**config.mk**
```make
export PLATFORM = sky130hd
export DESIGN_NAME = mlwq_ctrl
export DESIGN_NICKNAME = d
export VERILOG_FILES = /design/src/sv/mlwq_pkg.sv /design/src/sv/mlwq_ctrl.sv
export SDC_FILE = /design/constraint.sdc
export NUM_CORES = 1
export LEC_CHECK = 0
export ABC_AREA = 1
export BUFFER_PORTS_ARGS = -buffer_cell sky130_fd_sc_hd__clkbuf_2
export CAP_MARGIN = 20
export CORE_MARGIN = 10
export CORE_UTILIZATION = 40
export DETAILED_ROUTE_END_ITERATION = 7
export GPL_ROUTABILITY_DRIVEN = 0
export PLACE_DENSITY = 0.59
export REMOVE_ABC_BUFFERS = 1
export SETUP_SLACK_MARGIN = 0.15
export SLEW_MARGIN = 0
export SYNTH_ARGS = -nofsm -noshare
export SYNTH_HDL_FRONTEND = slang
export SYNTH_SLANG_ARGS = --single-unit
```
**constraint.sdc**
```tcl
create_clock -name clock -period 4.8 [get_ports clock]
set_clock_uncertainty 0.1 [all_clocks]
set_input_delay 0.24 -clock clock [delete_from_list [all_inputs] [get_ports clock]]
set_output_delay 0.24 -clock clock [all_outputs]
set_load 0.01 [all_outputs]
```
**src/sv/mlwq_pkg.sv**
```systemverilog
package mlwq_pkg;

   // Built maximum of priority levels, and field widths of the request and response
   localparam int MAX_LEVELS          = 8;
   localparam int LEVEL_WIDTH         = 3;
   localparam int ITEM_WIDTH          = 32;
   localparam int TOTAL_WIDTH         = 8;
   localparam int LEVELS_USED_WIDTH   = 4;
   localparam int LEVELS_USED_RESET   = 8;
   localparam int LEVEL_DEPTH_DEFAULT = 16;

   typedef enum logic [0:0] {
      ACT_ENQUEUE = 1'b0,
      ACT_DEQUEUE = 1'b1
   } mlwq_action_type;

   typedef enum logic [1:0] {
      ST_OK    = 2'd0,
      ST_RANGE = 2'd1,
      ST_FULL  = 2'd2,
      ST_EMPTY = 2'd3
   } mlwq_status_type;

   typedef struct packed {
      mlwq_action_type         action;
      logic [LEVEL_WIDTH-1:0]  level;
      logic [ITEM_WIDTH-1:0]   item_in;
   } mlwq_req_type;

   typedef struct packed {
      mlwq_status_type         status;
      logic [LEVEL_WIDTH-1:0]  found_level;
      logic [ITEM_WIDTH-1:0]   item_out;
      logic [TOTAL_WIDTH-1:0]  total_count;
   } mlwq_rsp_type;

   // Store access issued by the control unit
   typedef struct packed {
      logic wr_en;
      logic rd_en;
   } mlwq_mem_cmd_type;

endpackage

```
**src/sv/mlwq_ctrl.sv**
```systemverilog
module mlwq_ctrl
   import mlwq_pkg::*;
#(
   parameter int LEVEL_DEPTH = LEVEL_DEPTH_DEFAULT,
   localparam int PTR_WIDTH  = $clog2(LEVEL_DEPTH),
   localparam int ADDR_WIDTH = LEVEL_WIDTH + PTR_WIDTH
) (
   input  logic                          clock,
   input  logic                          reset,
   input  logic                          accept,
   input  mlwq_req_type                  req,
   input  logic [LEVELS_USED_WIDTH-1:0]  levels_used,
   output mlwq_mem_cmd_type              mem_cmd,
   output logic [ADDR_WIDTH-1:0]         mem_addr,
   output logic                          rsp_valid,
   output logic                          rsp_hit,
   output mlwq_rsp_type                  rsp_meta
);

   localparam int COUNT_WIDTH = $clog2(LEVEL_DEPTH + 1);
   localparam int SUM_WIDTH   = $clog2(MAX_LEVELS * LEVEL_DEPTH + 1);

   logic [PTR_WIDTH-1:0]   head_ff  [MAX_LEVELS];
   logic [PTR_WIDTH-1:0]   head_in  [MAX_LEVELS];
   logic [PTR_WIDTH-1:0]   tail_ff  [MAX_LEVELS];
   logic [PTR_WIDTH-1:0]   tail_in  [MAX_LEVELS];
   logic [COUNT_WIDTH-1:0] count_ff [MAX_LEVELS];
   logic [COUNT_WIDTH-1:0] count_in [MAX_LEVELS];
   logic [SUM_WIDTH-1:0]   total_ff;
   logic [SUM_WIDTH-1:0]   total_in;

   logic                   rsp_valid_ff;
   logic                   hit_ff;
   logic                   hit_in;
   mlwq_status_type        status_ff;
   mlwq_status_type        status_in;
   logic [LEVEL_WIDTH-1:0] found_ff;
   logic [LEVEL_WIDTH-1:0] found_in;

   logic [LEVELS_USED_WIDTH-1:0] active_levels;
   logic [MAX_LEVELS-1:0]        nonempty;
   logic                         in_range;
   logic                         level_full;
   logic                         hi_hit;
   logic                         lo_hit;
   logic [LEVEL_WIDTH-1:0]       hi_idx;
   logic [LEVEL_WIDTH-1:0]       lo_idx;
   logic [LEVEL_WIDTH-1:0]       found_idx;
   logic                         deq_hit;

   // Clamp the level register to 1..MAX_LEVELS
   always_comb begin
      priority if (levels_used == '0) begin
         active_levels = LEVELS_USED_WIDTH'(1);
      end else if (levels_used > LEVELS_USED_WIDTH'(MAX_LEVELS)) begin
         active_levels = LEVELS_USED_WIDTH'(MAX_LEVELS);
      end else begin
         active_levels = levels_used;
      end
   end

   assign in_range   = {1'b0, req.level} < active_levels;
   assign level_full = count_ff[req.level] >= COUNT_WIDTH'(LEVEL_DEPTH);

   // Flag levels in use that hold at least one handle
   always_comb begin
      for (int k = 0; k < MAX_LEVELS; k++) begin
         nonempty[k] = (count_ff[k] != '0) && (LEVELS_USED_WIDTH'(k) < active_levels);
      end
   end

   // Rotating priority encoder: first level at or above start, else first from level 0
   always_comb begin
      hi_hit = 1'b0;
      lo_hit = 1'b0;
      hi_idx = '0;
      lo_idx = '0;
      for (int k = MAX_LEVELS - 1; k >= 0; k--) begin
         if (nonempty[k]) begin
            if (LEVEL_WIDTH'(k) >= req.level) begin
               hi_hit = 1'b1;
               hi_idx = LEVEL_WIDTH'(k);
            end else begin
               lo_hit = 1'b1;
               lo_idx = LEVEL_WIDTH'(k);
            end
         end
      end
   end

   assign deq_hit   = hi_hit || lo_hit;
   assign found_idx = hi_hit ? hi_idx : lo_idx;

   // Decide the operation and advance pointers and counts
   always_comb begin
      head_in   = head_ff;
      tail_in   = tail_ff;
      count_in  = count_ff;
      total_in  = total_ff;
      status_in = ST_OK;
      found_in  = '0;
      hit_in    = 1'b0;
      mem_cmd   = '0;
      mem_addr  = {req.level, tail_ff[req.level]};
      if (accept) begin
         priority if (!in_range) begin
            status_in = ST_RANGE;
         end else if (req.action == ACT_ENQUEUE) begin
            if (level_full) begin
               status_in = ST_FULL;
            end else begin
               mem_cmd.wr_en       = 1'b1;
               mem_addr            = {req.level, tail_ff[req.level]};
               tail_in[req.level]  = (tail_ff[req.level] == PTR_WIDTH'(LEVEL_DEPTH - 1))
                                     ? '0 : tail_ff[req.level] + PTR_WIDTH'(1);
               count_in[req.level] = count_ff[req.level] + COUNT_WIDTH'(1);
               total_in            = total_ff + SUM_WIDTH'(1);
            end
         end else if (deq_hit) begin
            mem_cmd.rd_en       = 1'b1;
            mem_addr            = {found_idx, head_ff[found_idx]};
            head_in[found_idx]  = (head_ff[found_idx] == PTR_WIDTH'(LEVEL_DEPTH - 1))
                                  ? '0 : head_ff[found_idx] + PTR_WIDTH'(1);
            count_in[found_idx] = count_ff[found_idx] - COUNT_WIDTH'(1);
            total_in            = total_ff - SUM_WIDTH'(1);
            found_in            = found_idx;
            hit_in              = 1'b1;
         end else begin
            status_in = ST_EMPTY;
         end
      end
   end

   // Hold per-level pointers, counts and the response flags
   always_ff @(posedge clock) begin
      if (reset) begin
         for (int k = 0; k < MAX_LEVELS; k++) begin
            head_ff[k]  <= '0;
            tail_ff[k]  <= '0;
            count_ff[k] <= '0;
         end
         total_ff     <= '0;
         rsp_valid_ff <= 1'b0;
         hit_ff       <= 1'b0;
      end else begin
         head_ff      <= head_in;
         tail_ff      <= tail_in;
         count_ff     <= count_in;
         total_ff     <= total_in;
         rsp_valid_ff <= accept;
         hit_ff       <= hit_in;
      end
   end

   // Capture the response fields of the accepted beat
   always_ff @(posedge clock) begin
      if (accept) begin
         status_ff <= status_in;
         found_ff  <= found_in;
      end
   end

   assign rsp_valid            = rsp_valid_ff;
   assign rsp_hit              = hit_ff;
   assign rsp_meta.status      = status_ff;
   assign rsp_meta.found_level = found_ff;
   assign rsp_meta.item_out    = '0;
   assign rsp_meta.total_count = TOTAL_WIDTH'(total_ff);

endmodule

```
==> impl_metrics.env <==
export IMPL_synthDistinctLibCells=49
export IMPL_async_reset_ff_frac=0
export IMPL_end_kind="flip-flop"
export IMPL_clock_latency_ps=430
export IMPL_startpoint_type="flip-flop"
export IMPL_synth_top_cell_area_share=0.315
export IMPL_start_util=0.405
export IMPL_portBuffers=34
export IMPL_post_place_cells=1341
export IMPL_yosysSeqAreaShare=0.335
export IMPL_post_dp_cell_area_um2=7550
export IMPL_cts_setup_buffers=0
export IMPL_ant_nets=0
export IMPL_ios=99
export IMPL_status="completed"
export IMPL_overflow=0
export IMPL_slew_viol_final=0
export IMPL_cts_tree="yes"
export IMPL_holdWs_ps=103
export IMPL_hold_viol=0
export IMPL_dpl_hpwl_mm=16.6
export IMPL_synth_most_common_cell="nor2_1"
export IMPL_fin_nets=1187
export IMPL_fin_ws_ps=975
export IMPL_cp_arrival_ps=4040
export IMPL_die_w_um=155
export IMPL_ys_ff_latch=119
export IMPL_cp_required_ps=5020
export IMPL_drc=0
export IMPL_rsz0062_at_grt="no"
export IMPL_fp_dieH_um=155
export IMPL_r2r_setup_slack_ps=970
export IMPL_htree_levels=4
export IMPL_dieArea_um2=23900
export IMPL_cts_buffer_depth=2
export IMPL_avgSynthCellArea_um2=6.63
export IMPL_synth_ff_type="dfxtp_1"
export IMPL_place_ws_ps=712
export IMPL_nFillCells=1929
export IMPL_path_clk_slew_ps=60
export IMPL_stdcell_area_um2=8150
export IMPL_p_leak_nw=3.75
export IMPL_finalSetupViolations=0
export IMPL_grt_max_degree=59
export IMPL_fin_tns_setup_ps=0
export IMPL_vias=7279
export IMPL_yosysWarnings=0
export IMPL_synth_common_cells="nor2_1, nand2_1, o21ai_0, inv_1, dfxtp_1"
export IMPL_wl_mm=22.7
export IMPL_hold_path_class="input port to flip-flop"
export IMPL_row_count=49
export IMPL_grt_pass1_wl_mm=36.6
export IMPL_grt_pass1_vias=6916
export IMPL_drt_pass1_iterations=5
export IMPL_wl_per_cell_um=16.5
export IMPL_drv_cap=0
export IMPL_p_per_area_nw_per_um2=531
export IMPL_criticalPathCategory="flip-flop to flip-flop"
export IMPL_drive_gt1_frac=0.122
export IMPL_holdBufCountCts=0
export IMPL_synth_edf_count=5
export IMPL_drt_first_iter_violations=611
export IMPL_synth_top_area_cell="dfxtp_1"
export IMPL_avgViaCountPerCell=5.31
export IMPL_n_antenna_cell=0
export IMPL_min_period_ps=3830
export IMPL_fin_crit_sh=0.797
export IMPL_post_cts_resized=0
export IMPL_synthCells=1095
export IMPL_antenna_found_initial=0
export IMPL_stdcell_count=1371
export IMPL_clock_sinks=119
export IMPL_netlist_top_cells_area="dfxtp_1, nor2_1, o21ai_0"
export IMPL_relSlewSlack=0.419
export IMPL_mappedNetlistArea_um2=7260
export IMPL_critPathMaxFanout=20
export IMPL_tightest_slew_ps=870
export IMPL_area_growth_pct=12.4
export IMPL_root_buffer="clkbuf_16"
export IMPL_cts_buffers=17
export IMPL_core_area_um2=17900
export IMPL_gr_usage_all_layers=0.189
export IMPL_peakVddDrop_uv=452
export IMPL_max_freq_mhz=261
-- final timing paths --
kind	end	startpoint	cells after the start
worst max-delay path	count_ff[29]	count_ff[32]	19
worst max register to register	count_ff[29]	count_ff[32]	19
worst min-delay path	found_ff[1]	accept	1
worst min register to register	head_ff[9]	head_ff[9]	2
-- through the flow --
stage / power [W] / util
finish: 0.00433 / 0.455
global route: 0.00455 / 0.455
CTS: 0.00431 / 0.455
detailed placement: 0.00299 / 0.422
global placement: 0.00299 / 0.422
floorplan: 0.00239 / -
-- critical path, cell delays in order (launching register included) --
cell and delay [ps]:
dfxtp_1 370, nor2_1 120, nand4_1 220, nand3_1 210
nand4_2 180, nor2_4 220, nand3_2 150, nand2_4 300
nand2_2 180, inv_1 200, nand2_1 100, nand2_1 70
nor2_1 50, nand2_1 160, ha_1 300, inv_1 110
nor2_4 120, nand3_2 270, nand3_1 200, a21oi_1 70
-- power by group --
part | leakage, nW | internal, W | total (W) | switching (W)
sequential | 0.973 | 0.00108 | 0.00113 | 0.0000542
clock | 0.296 | 0.000842 | 0.00131 | 0.000467
combinational | 2.48 | 0.000499 | 0.00189 | 0.00139
-- cell type report --
cell class / count / area [µm²] / area share
sequential: 119 / 2430 / 0.298
timing repair buffer: 46 / 260 / 0.0319
multi-input combinational: 813 / 4070 / 0.499
clock buffer: 23 / 509 / 0.0625
clock inverter: 7 / 91.3 / 0.0112
tap: 229 / 287 / 0.0351
inverter: 134 / 503 / 0.0617
-- logic make-up after synthesis --
family / synth area share
buf+inv: 0.120
flops: 0.335
fa+ha+maj: 0.0235
simple gates: 0.288
compound gates: 0.217
other cells: 0.000517
xor+xnor: 0.0157
-- layout by cell type, fill, tap and decap left out, drive strengths merged, types with 3 or more instances in the layout --
master  netlist  routed
edfxtp        5       5
o21ai       141     141
nor2        215     215
nand2       169     169
nand3        56      56
xor2          8       8
buf          40      12
o22ai        30      30
clkbuf       20      57
nor4          3       3
ha           12      12
o31ai         3       3
nor3         12      12
nand4        10      10
clkinv        1       4
a211oi        7       7
a21oi        91      91
inv         133     134
dfxtp       114     114
o21bai        3       3
conb          1      32
a22oi         4       4
-- state kept, by name, summed over array words and instances, names as in the netlist --
register and cells:
rsp_valid 1, head_ff 32, rsp_hit 1, tail_ff 32, found_ff 3, total_ff 8, status_ff 2, count_ff 40
-- layer usage --
metal | vias up | track usage | share of wire
met5 | - | 0 | 0
met4 | 0 | 0.0900 | 0.038
met3 | 66 | 0.0460 | 0.073
met2 | 282 | 0.284 | 0.43
met1 | 3289 | 0.248 | 0.45
li1 | 3642 | - | -
(Power assumes the default switching activity.)
